[config.mk]
export PLATFORM = sky130hd
export DESIGN_NAME = periodic_task_dispatch_scheduler_top
export DESIGN_NICKNAME = d
export VERILOG_FILES = /design/src/rtl/ptds_pkg.sv /design/src/rtl/ptds_datapath.sv /design/src/rtl/ptds_ctrl.sv /design/src/rtl/periodic_task_dispatch_scheduler_top.sv
export SDC_FILE = /design/constraint.sdc
export NUM_CORES = 2
export LEC_CHECK = 0
export BUFFER_PORTS_ARGS = -buffer_cell sky130_fd_sc_hd__buf_2
export CORE_UTILIZATION = 34
export CTS_BUF_LIST = sky130_fd_sc_hd__clkbuf_8
export DETAILED_ROUTE_END_ITERATION = 8
export HOLD_SLACK_MARGIN = 0.06
export MAX_ROUTING_LAYER = met4
export SETUP_SLACK_MARGIN = 0.1
export SYNTH_ARGS = -nofsm -noshare
export SYNTH_HDL_FRONTEND = slang
export SYNTH_SLANG_ARGS = --single-unit
[constraint.sdc]
create_clock -name clk -period 14.5 [get_ports clk]
set_input_delay 0 -clock clk [delete_from_list [all_inputs] [get_ports clk]]
set_output_delay 0 -clock clk [all_outputs]
set_load 0.02 [all_outputs]
[src/rtl/ptds_pkg.sv]
`timescale 1ns / 1ps
`default_nettype none

package ptds_pkg;

    localparam logic [1:0] ACT_ADD    = 2'd0;
    localparam logic [1:0] ACT_REMOVE = 2'd1;
    localparam logic [1:0] ACT_SCHED  = 2'd2;

    localparam logic [30:0] WAIT_LIMIT = 31'h7fffffff;

    typedef struct packed {
        logic [1:0]  action;
        logic [3:0]  slot;
        logic [7:0]  task_ident;
        logic [7:0]  prio;
        logic [15:0] period;
        logic [15:0] first_delay;
    } in_item_t;

    typedef struct packed {
        logic        dispatch_valid;
        logic [7:0]  task_out;
        logic [30:0] next_wait;
        logic        last;
    } out_item_t;

    // controller -> datapath
    typedef struct packed {
        logic load;       // latch input beat
        logic write_slot; // apply add / remove
        logic scan_clear; // start a scan over the table
        logic scan_step;  // examine slot at scan index
        logic sel_clear;  // start a selection sweep
        logic sel_step;   // compare candidate at scan index
        logic commit;     // dispatch selected task, add period back
        logic fix_wait;   // finish next wait computation
    } dp_cmd_t;

    // datapath -> controller
    typedef struct packed {
        logic is_sched;
        logic scan_done;
        logic any_due;
        logic more_due;
    } dp_stat_t;

endpackage

`default_nettype wire

[src/rtl/ptds_datapath.sv]
`timescale 1ns / 1ps
`default_nettype none

module ptds_datapath #(
    parameter int MAX_TASKS = 16
) (
    input  wire logic                clk,
    input  wire logic                rst_n,
    input  wire ptds_pkg::in_item_t  item,
    input  wire ptds_pkg::dp_cmd_t   cmd,
    output ptds_pkg::dp_stat_t       stat,
    output ptds_pkg::out_item_t      result
);

    localparam int IW = (MAX_TASKS > 1) ? $clog2(MAX_TASKS) : 1;
    localparam int CW = $clog2(MAX_TASKS + 1);

    ptds_pkg::in_item_t item_reg;

    logic [MAX_TASKS-1:0] used_reg;
    logic [MAX_TASKS-1:0] due_reg;
    logic [7:0]           ident_mem  [MAX_TASKS];
    logic [7:0]           prio_mem   [MAX_TASKS];
    logic [15:0]          period_mem [MAX_TASKS];
    logic signed [31:0]   rem_mem    [MAX_TASKS];

    logic [30:0]        elapsed_reg;
    logic signed [32:0] next_reg;   // running minimum, wide enough for rem + period
    logic [CW-1:0]      idx_reg;
    logic               any_reg;

    logic               found_reg;
    logic [IW-1:0]      best_reg;
    logic [7:0]         best_prio_reg;
    logic signed [31:0] best_rem_reg;

    logic [IW-1:0]      idx;
    logic               slot_ok;
    logic signed [32:0] diff;
    logic signed [31:0] sub_sat;
    logic signed [32:0] sum;
    logic signed [32:0] add_back;
    logic signed [31:0] add_sat;
    logic               better;
    logic [MAX_TASKS-1:0] due_left;  // due set once the selected slot leaves

    assign idx     = idx_reg[IW-1:0];
    assign slot_ok = ({28'd0, item_reg.slot} < 32'(MAX_TASKS));

    always_comb
    begin
        diff    = 33'(rem_mem[idx]) - $signed({2'b00, elapsed_reg});
        sub_sat = (diff < -33'sd2147483648) ? 32'sh80000000 : diff[31:0];
        sum     = 33'(sub_sat) + $signed({17'd0, period_mem[idx]});
        add_back = 33'(rem_mem[best_reg]) + $signed({17'd0, period_mem[best_reg]});
        add_sat  = (add_back > 33'sd2147483647) ? 32'sh7fffffff : add_back[31:0];
        better = !found_reg
              || (prio_mem[idx] < best_prio_reg)
              || ((prio_mem[idx] == best_prio_reg) && (rem_mem[idx] < best_rem_reg));
        due_left = due_reg;
        due_left[best_reg] = 1'b0;
    end

    always_ff @(posedge clk or negedge rst_n)
    begin
        if (!rst_n)
        begin
            used_reg    <= '0;
            due_reg     <= '0;
            elapsed_reg <= 31'd1;
            idx_reg     <= '0;
            any_reg     <= 1'b0;
            found_reg   <= 1'b0;
        end
        else
        begin
            if (cmd.write_slot && slot_ok)
            begin
                if (item_reg.action == ptds_pkg::ACT_ADD)
                    used_reg[item_reg.slot[IW-1:0]] <= 1'b1;
                else if (item_reg.action == ptds_pkg::ACT_REMOVE)
                    used_reg[item_reg.slot[IW-1:0]] <= 1'b0;
            end
            if (cmd.scan_clear || cmd.sel_clear)
            begin
                idx_reg   <= '0;
                found_reg <= 1'b0;
            end
            if (cmd.scan_clear)
            begin
                any_reg <= 1'b0;
                due_reg <= '0;
            end
            if (cmd.scan_step)
            begin
                idx_reg <= idx_reg + 1'b1;
                if (used_reg[idx] && (sub_sat <= 0))
                begin
                    due_reg[idx] <= 1'b1;
                    any_reg      <= 1'b1;
                end
            end
            if (cmd.sel_step)
            begin
                idx_reg <= idx_reg + 1'b1;
                if (due_reg[idx] && better)
                    found_reg <= 1'b1;
            end
            if (cmd.commit)
                due_reg[best_reg] <= 1'b0;
            if (cmd.fix_wait)
            begin
                if (next_reg < 33'sd1 || next_reg == 33'sh07fffffff)
                    elapsed_reg <= 31'd1;
                else
                    elapsed_reg <= next_reg[30:0];
            end
        end
    end

    always_ff @(posedge clk)
    begin
        if (cmd.load)
            item_reg <= item;
        if (cmd.write_slot && slot_ok && item_reg.action == ptds_pkg::ACT_ADD)
        begin
            ident_mem[item_reg.slot[IW-1:0]]  <= item_reg.task_ident;
            prio_mem[item_reg.slot[IW-1:0]]   <= item_reg.prio;
            period_mem[item_reg.slot[IW-1:0]] <= item_reg.period;
            rem_mem[item_reg.slot[IW-1:0]]    <= $signed({16'd0, item_reg.first_delay});
        end
        if (cmd.scan_clear)
            next_reg <= 33'h07fffffff;
        if (cmd.scan_step && used_reg[idx])
        begin
            rem_mem[idx] <= sub_sat;
            if (sub_sat > 0)
            begin
                if (33'(sub_sat) < next_reg)
                    next_reg <= 33'(sub_sat);
            end
            else if (sum < next_reg)
                next_reg <= sum;
        end
        if (cmd.sel_step && due_reg[idx] && better)
        begin
            best_reg      <= idx;
            best_prio_reg <= prio_mem[idx];
            best_rem_reg  <= rem_mem[idx];
        end
        if (cmd.commit)
            rem_mem[best_reg] <= add_sat;
    end

    // result fields; strobe comes from the controller
    always_comb
    begin
        result.dispatch_valid = cmd.commit;
        result.task_out       = cmd.commit ? ident_mem[best_reg] : 8'd0;
        result.next_wait      = elapsed_reg;
        result.last           = !cmd.commit || !(|due_left);
    end

    assign stat.is_sched  = (item_reg.action == ptds_pkg::ACT_SCHED);
    assign stat.scan_done = (idx_reg == CW'(MAX_TASKS - 1));
    assign stat.any_due   = any_reg;
    assign stat.more_due  = |due_left;

endmodule

`default_nettype wire

[src/rtl/ptds_ctrl.sv]
`timescale 1ns / 1ps
`default_nettype none

module ptds_ctrl (
    input  wire logic               clk,
    input  wire logic               rst_n,
    input  wire logic               start,
    input  wire ptds_pkg::dp_stat_t stat,
    output logic                    busy,
    output logic                    done,
    output ptds_pkg::dp_cmd_t       cmd
);

    localparam logic [2:0] S_IDLE   = 3'd0;
    localparam logic [2:0] S_DECODE = 3'd1;
    localparam logic [2:0] S_SCAN   = 3'd2;
    localparam logic [2:0] S_WAIT   = 3'd3;
    localparam logic [2:0] S_SEL    = 3'd4;
    localparam logic [2:0] S_EMIT   = 3'd5;
    localparam logic [2:0] S_ACK    = 3'd6;

    logic [2:0] state_reg;
    logic [2:0] state_next;

    always_comb
    begin
        state_next = state_reg;
        cmd        = '0;
        done       = 1'b0;
        unique case (state_reg)
            S_IDLE:
            begin
                if (start)
                begin
                    cmd.load   = 1'b1;
                    state_next = S_DECODE;
                end
            end
            S_DECODE:
            begin
                if (stat.is_sched)
                begin
                    cmd.scan_clear = 1'b1;
                    state_next     = S_SCAN;
                end
                else
                begin
                    cmd.write_slot = 1'b1;
                    state_next     = S_ACK;
                end
            end
            S_SCAN:
            begin
                cmd.scan_step = 1'b1;
                if (stat.scan_done)
                    state_next = S_WAIT;
            end
            S_WAIT:
            begin
                cmd.fix_wait = 1'b1;
                if (stat.any_due)
                begin
                    cmd.sel_clear = 1'b1;
                    state_next    = S_SEL;
                end
                else
                    state_next = S_ACK;
            end
            S_SEL:
            begin
                cmd.sel_step = 1'b1;
                if (stat.scan_done)
                    state_next = S_EMIT;
            end
            S_EMIT:
            begin
                cmd.commit = 1'b1;
                done       = 1'b1;
                if (stat.more_due)
                begin
                    cmd.sel_clear = 1'b1;
                    state_next    = S_SEL;
                end
                else
                    state_next = S_IDLE;
            end
            S_ACK:
            begin
                done       = 1'b1;
                state_next = S_IDLE;
            end
            default:
                state_next = S_IDLE;
        endcase
    end

    always_ff @(posedge clk or negedge rst_n)
    begin
        if (!rst_n)
            state_reg <= S_IDLE;
        else
            state_reg <= state_next;
    end

    assign busy = (state_reg != S_IDLE);

endmodule

`default_nettype wire

[src/rtl/periodic_task_dispatch_scheduler_top.sv]
`timescale 1ns / 1ps
`default_nettype none

// Channel   Ports                      Beat taken when
// -------   ------------------------   ------------------------
// input     start, busy, item          start && !busy
// result    result_valid, result       result_valid (one cycle)
//
// Add / remove: after accept, a decode state, then the acknowledge beat.
// Schedule pass: a decode state, a scan over all slots and a wait state, then
// for each due task a selection sweep over all slots and one emit beat.
// A pass with nothing due ends with one acknowledge beat.
// Reset clears slot occupancy and sets the elapsed count to one.
// Results cannot be stalled; busy stays high until the final beat is out.

module periodic_task_dispatch_scheduler_top #(
    parameter int MAX_TASKS = 16
) (
    input  wire logic                 clk,
    input  wire logic                 rst_n,
    input  wire logic                 start,
    output logic                      busy,
    input  wire ptds_pkg::in_item_t   item,
    output logic                      result_valid,
    output ptds_pkg::out_item_t       result
);

    ptds_pkg::dp_cmd_t  cmd;
    ptds_pkg::dp_stat_t stat;

    ptds_ctrl u_ctrl (
        .clk   (clk),
        .rst_n (rst_n),
        .start (start),
        .stat  (stat),
        .busy  (busy),
        .done  (result_valid),
        .cmd   (cmd)
    );

    ptds_datapath #(
        .MAX_TASKS (MAX_TASKS)
    ) u_dp (
        .clk    (clk),
        .rst_n  (rst_n),
        .item   (item),
        .cmd    (cmd),
        .stat   (stat),
        .result (result)
    );

    a_wait_nonzero: assert property (@(posedge clk) disable iff (!rst_n)
        result_valid |-> result.next_wait != 31'd0)
        else $error("next_wait of zero");

    a_no_beat_idle: assert property (@(posedge clk) disable iff (!rst_n)
        result_valid |-> busy)
        else $error("result beat while idle");

    a_idle_after_last: assert property (@(posedge clk) disable iff (!rst_n)
        result_valid && result.last |=> !busy)
        else $error("busy after last beat");

    a_ack_no_task: assert property (@(posedge clk) disable iff (!rst_n)
        result_valid && !result.dispatch_valid |-> result.task_out == 8'd0)
        else $error("task_out set without dispatch");

endmodule

`default_nettype wire
* Word-level counts from Yosys, hierarchy flattened
Memory sizes are Yosys's and may differ from the RTL's. A register that Yosys moved wholly into a read port is not among the register bits.
Index checks and enable logic that the tools add are counted.
** Word-level totals
- Input bits :: 57
- RAM bits :: 1024
- Word-level logic and storage cells :: 159
- Register bits :: 204
- Memories kept :: 4
- Output and inout port bits :: 43
** Memory list
- u_dp.rem_mem :: words 16, bits a word 32, read ports 2, clocked after memory_dff 1, wr ports 1, RTL line ptds_datapath.sv:25 : logic signed [31:0] rem_mem [MAX_TASKS];
- u_dp.period_mem :: words 16, bits a word 16, read ports 2, clocked after memory_dff 1, wr ports 1, RTL line ptds_datapath.sv:24 : logic [15:0] period_mem [MAX_TASKS];
- u_dp.ident_mem :: words 16, bits a word 8, read ports 1, clocked after memory_dff 1, wr ports 1, RTL line ptds_datapath.sv:22 : logic [7:0] ident_mem [MAX_TASKS];
- u_dp.prio_mem :: words 16, bits a word 8, read ports 1, clocked after memory_dff 0, wr ports 1, RTL line ptds_datapath.sv:23 : logic [7:0] prio_mem [MAX_TASKS];
** Operators by class
- Reductions and logical operators :: 29
- Bitwise logic cells :: 7
- Equality and inequality tests :: 14
- Mux-type cells :: 69
- Order comparisons :: 15
- $add $sub $neg :: 4
** Operators with widths (count)
- 2-to-1 mux 33 bit :: 5
- 2-to-1 mux 32 bit :: 4
- 2-to-1 mux 16 bit :: 6
- adder 32 x 17 -> 33 bit :: 2
- OR reduction 32 bit :: 2
- AND 16 bit :: 3
- equality test 33 x 32 -> 1 bit (second input constant) :: 1
- greater-than comparator 33 x 32 -> 1 bit (second input constant) :: 1
- less-than comparator 32 x 33 -> 1 bit :: 1
- less-than comparator 33 x 2 -> 1 bit (second input constant) :: 1
- less-than comparator 33 x 32 -> 1 bit (second input constant) :: 1
- less-than comparator 33 bit :: 1
- subtractor 32 x 32 -> 33 bit :: 1
- greater-than comparator 32 x 1 -> 1 bit (second input constant) :: 1
- less-or-equal comparator 32 x 1 -> 1 bit (second input constant) :: 1
- less-than comparator 32 bit :: 1
- inverter 16 bit :: 2
- bitwise OR 16 bit :: 2
- 2-to-1 mux 31 bit :: 1
- 2-to-1 mux 1 bit :: 30
- 2-to-1 mux 4 bit :: 5
- case mux 3 bit (6 select lines) :: 1
- OR reduction 16 bit :: 1
- less-than comparator 4 x 5 -> 1 bit (second input constant) :: 3
- 28 further kinds :: 61

* Logic depth before layout (Yosys ltp)
- Depth after elaboration :: 13
- Depth in mapped cells :: 43
- Mapped depth without buffers :: 37

* By module
From an unflattened synthesis, not the netlist that was laid out.
** Unflattened totals
- Cells, all modules :: 5181
- Area total of the unflattened synthesis :: 67935.2 um2
** Modules (own cells, without submodules)
- ptds_datapath :: instances 1, seq. area each 36186.0 um2, cells each 5151, area each 67647.4 um2
- ptds_ctrl :: instances 1, seq. area each 75.1 um2, cells each 30, area each 287.8 um2

* Worst setup path after synthesis
No wires, ideal clock.
- Path kind :: reg2reg
- From :: register u_dp.idx_reg[0]
- To :: register u_dp.next_reg[11]
- Buffers on the path :: 9
- Period minus slack after synthesis :: 10135 ps
- Data arrival time :: 10005 ps
- Stages on the path, launching flop included :: 41
- Required time :: 14370 ps
- Library setup time :: 130 ps
- Path slack :: 4365 ps
- Path through :: dfrtp_1 > buf_6 > buf_1 > clkbuf_1 > buf_1 > mux4_2 > mux4_2 > ha_1 > clkbuf_1 > nand4_1 > nor4_1 > o21a_1 > o2111ai_1 > a21o_1 > o21bai_1 > buf_2 > buf_1 > nor2_1 > [... 5 more ...] > o21bai_1 > a21oi_1 > o21bai_1 > a21oi_1 > xnor2_1 > ha_1 > nand4_1 > nor2_1 > a221o_1 > a211oi_1 > o21ai_0 > a211o_1 > a22oi_1 > clkbuf_1 > clkbuf_1 > nor2_1 > a211oi_1 > o22ai_1
** On the way
- Cells in the longest elaborated chain, start to end :: 9
- Elaborated cells between the ends (all ways) :: 16
- Classes of those cells :: 2 x add/sub; 4 x order compare; 7 x mux; 1 x reduce/logical; 2 x memory
** Ends and longest elaborated chain
- start, declared :: RTL line ptds_datapath.sv:29 : logic [CW-1:0] idx_reg;
- start signal, assigned :: RTL line ptds_datapath.sv:96 : idx_reg <= idx_reg + 1'b1;
- start signal, assigned :: RTL line ptds_datapath.sv:105 : idx_reg <= idx_reg + 1'b1;
- memory (16 x 32 bit)
- subtractor 32 x 32 -> 33 bit :: RTL line ptds_datapath.sv:52 : diff = 33'(rem_mem[idx]) - $signed({2'b00, elapsed_reg});
- less-than comparator 33 x 32 -> 1 bit :: RTL line ptds_datapath.sv:53 : sub_sat = (diff < -33'sd2147483648) ? 32'sh80000000 : diff[31:0];
- 2-to-1 mux 32 bit :: RTL line ptds_datapath.sv:53
- adder 32 x 17 -> 33 bit :: RTL line ptds_datapath.sv:54 : sum = 33'(sub_sat) + $signed({17'd0, period_mem[idx]});
- less-than comparator 33 bit :: RTL line ptds_datapath.sv:142 : else if (sum < next_reg)
- 2-to-1 mux 33 bit :: RTL line ptds_datapath.sv:142
- 2-to-1 mux 33 bit :: RTL line ptds_datapath.sv:137 : if (sub_sat > 0)
- 2-to-1 mux 33 bit * :: RTL line ptds_datapath.sv:134 : if (cmd.scan_step && used_reg[idx])
- end signal, assigned :: RTL line ptds_datapath.sv:140 : next_reg <= 33'(sub_sat);
- end signal, assigned :: RTL line ptds_datapath.sv:143 : next_reg <= sum;
- end, declared :: RTL line ptds_datapath.sv:28 : logic signed [32:0] next_reg;
Mark *: on every way between the ends. The rest lies on a longest branch, timed or not. The select of a mux whose other input is x is not followed.
A chain may end at the register's enable or synchronous reset.

* Worst setup path in the final report
- From :: register u_dp.idx_reg[0]
- To :: register u_dp.next_reg[13]
Same word-level chain as after synthesis.

==> results.yml <==
status:
  status: "finished clean"
synthesis:
  syn_inst: 3677
  syn_avg_cell_area_um2: 16.6
  ys_ff_latch: 1232
  synth.most_common_cell: "edfxtp_1"
  synthArstFlopShare_pct: 5.93
  yosys_warnings: 0
  synth_seq_area_share_pct: 59.5
  yosys.area.top_type_share_pct: 55.3
  synth_area_leaders: "edfxtp_1, mux4_2, ha_1, dfrtp_1, dfxtp_1"
  yosys.area.top_type: "edfxtp_1"
  ys_dominant_reg_cell: "edfxtp_1"
  ys_types: 93
  synth_edf_count: 1122
  synth_common_cells: "edfxtp_1, mux4_2, nor2_1"
  syn_nets: 3909
  synthesis.area_um2: 60900
sta:
  fin_worst_skew_ps: 64.1
  rsz0062_at_grt: "false"
  worst_pin_slew_ps: 1330
  finalHoldViolCount: 0
  setup_viol: 0
  tns_ps: 0
  drv_slew: 0
  whs_ps: 214
  setup_ws_ps: 2720
  min_period_over_period_pct: 81.2
  timing.fmax_ghz: 0.0849
  maxSlewHeadroom_pct: 11.5
  min_period_ps: 11780
final_layout:
  layout-drive-gt1-share_pct: 26.4
  multiInputGateArea_um2: 23500
  layout.area.seq_um2: 36300
  layout.nets: 4203
  regMostFlops: "u_dp.rem_mem"
  fillers: 16316
  layout.cells.non_filler: 6499
  area_growth_pct: 13.9
  largest_reg_flops: 512
  fin_util_pct: 39.0
drt:
  drc_errors: 0
  via_count: 37293
  ant_nets: 0
  drt_wl_total_mm: 178
  wl_per_cell_um: 27.4
  drtPass1Iterations: 5
  via_per_inst: 5.74
  drt-initial-drc-count: 3916
setup_path:
  startpoint: "u_dp.idx_reg[0]"
  crit_fanout: 71
  critPathKind: "reg2reg"
  worst_setup_path_end_kind: "flop"
  r2r_slack_ps: 2720
  r2r-end: "u_dp.next_reg[13]"
  critPathLaunchType: "flop"
  crit_path_end: "u_dp.next_reg[13]"
  crit_required_ps: 15310
  rr_worst_depth: 36
  slowest_delay_ps: 900
  worstPathArrival_ps: 12590
  cp_slowest_cell: "and2_0"
  r2r_start: "u_dp.idx_reg[0]"
placed_design:
  pre_cts_ws_ps: 2890
  portBuffers: 99
  dp_hpwl_mm: 111
  gp_congestion: 0.925
  dp_cells: 6007
cts:
  cts_resized: 0
  cts.sinks: 1232
  hold_buffers: 114
  clockBufferDepth: 3
  clk_pin_slew_ps: 60
  cts_made_buffers: 203
  clk_latency_ps: 950
  ctsHtreeMaxLevel: 4
  cts_root_buffer: "clkbuf_8"
  cts_setup_buffers: 0
  cts_tree: "done"
pwr:
  vdd_ir_drop_max_mv: 0.292
  power.leakage_nw: 23.4
  p_per_area_nw_per_um2: 241
run:
  maxCapViolCount: 0
global_route:
  grt-ovfl-total: 0
  grt_pass1_vias: 37400
  grt_max_degree: 124
  antenna_found_initial: 7
  grt_usage_pct: 20.3
  grt_pass1_wl_mm: 260
floorplan:
  start_util_pct: 34.2
  die_h_um: 425
  die_w_um: 425
  core_area_um2: 178000
  ioPinCount: 100
  rows: 155
  dieArea_um2: 181000
hold_path:
  hp-class: "in2reg"
==> area by class of cell <==
type / count / area share [%]
timing repair buffer: 308 / 3.46
antenna: 6 / 0.0216
clock inverter: 163 / 1.26
clock buffer: 209 / 4.14
sequential: 1232 / 52.3
inverter: 144 / 0.778
multi-input combinational: 2082 / 33.8
tap: 2355 / 4.24
==> power by group <==
group	switching (mW)	total [mW]	internal [mW]
clock network	1.45	2.86	1.41
logic	5.72	9.25	3.53
registers	0.344	4.63	4.29
total	7.52	16.7	9.22
==> how the worst min path moves through the flow <==
stage / from / end / slack [ps] / cells after the start
after floorplan: rst_n / async pin / -300 / 0
after global placement: rst_n / u_dp.elapsed_reg[2] / -50 / 1
after detailed placement: rst_n / u_dp.elapsed_reg[2] / -50 / 1
after CTS: start / u_dp.item_reg[14] / 120 / 3
after global routing: start / u_dp.item_reg[15] / 180 / 3
final: start / u_dp.item_reg[14] / 210 / 3
==> cells by family (layout without fill, tap and decap cells) <==
| kind of cell | count (synthesis) | count (layout) | share of synthesized area (%) |
|---|---|---|---|
| and+or+nand+nor | 640 | 640 | 5.17 |
| AOI/OAI and AO/OA | 586 | 586 | 6.51 |
| xor gates and xnor gates | 79 | 79 | 1.14 |
| other | 0 | 6 | 0 |
| muxes | 602 | 602 | 21.6 |
| buffers and inverters | 363 | 824 | 2.41 |
| adders and majority gates | 175 | 175 | 3.63 |
| DFF | 1232 | 1232 | 59.5 |
==> metal layers <==
layer	global-route usage, %	part of all wire, %	up-vias
met5	-	0	-
met4	6.06	2.5	0
met3	3.15	6.9	284
met2	31.7	48	1482
met1	27.3	42	19716
li1	-	-	15811
==> critical path, delay by kind of cell (launching register included) <==
family / cells / cell delay, ps
AOI/OAI and AO/OA: 16 / 3410
buffers and inverters: 4 / 1500
DFF: 1 / 870
muxes: 2 / 1110
and+or+nand+nor: 10 / 3160
adders and majority gates: 3 / 1190
xor gates and xnor gates: 1 / 210
==> metrics by stage <==
step | power (mW) | cell area, um^2
after detailed placement | 13.8 | 64500
final | 16.7 | 69400
after global routing | 17.8 | 69400
after global placement | 13.8 | 64500
after floorplan | 10.9 | 60900
after CTS | 16.7 | 69400
==> cell usage in the layout, fill, tap and decap left out, types with 113 or more instances in the layout <==
cell           instances
nand2_1              127
mux4_2               562
edfxtp_1            1122
inv_1                196
o21ai_0              132
a21oi_1              114
nor2_1               160
ha_1                 172
dlygate4sd3_1        113
clkbuf_8             209
(Power assumes the default switching activity.)
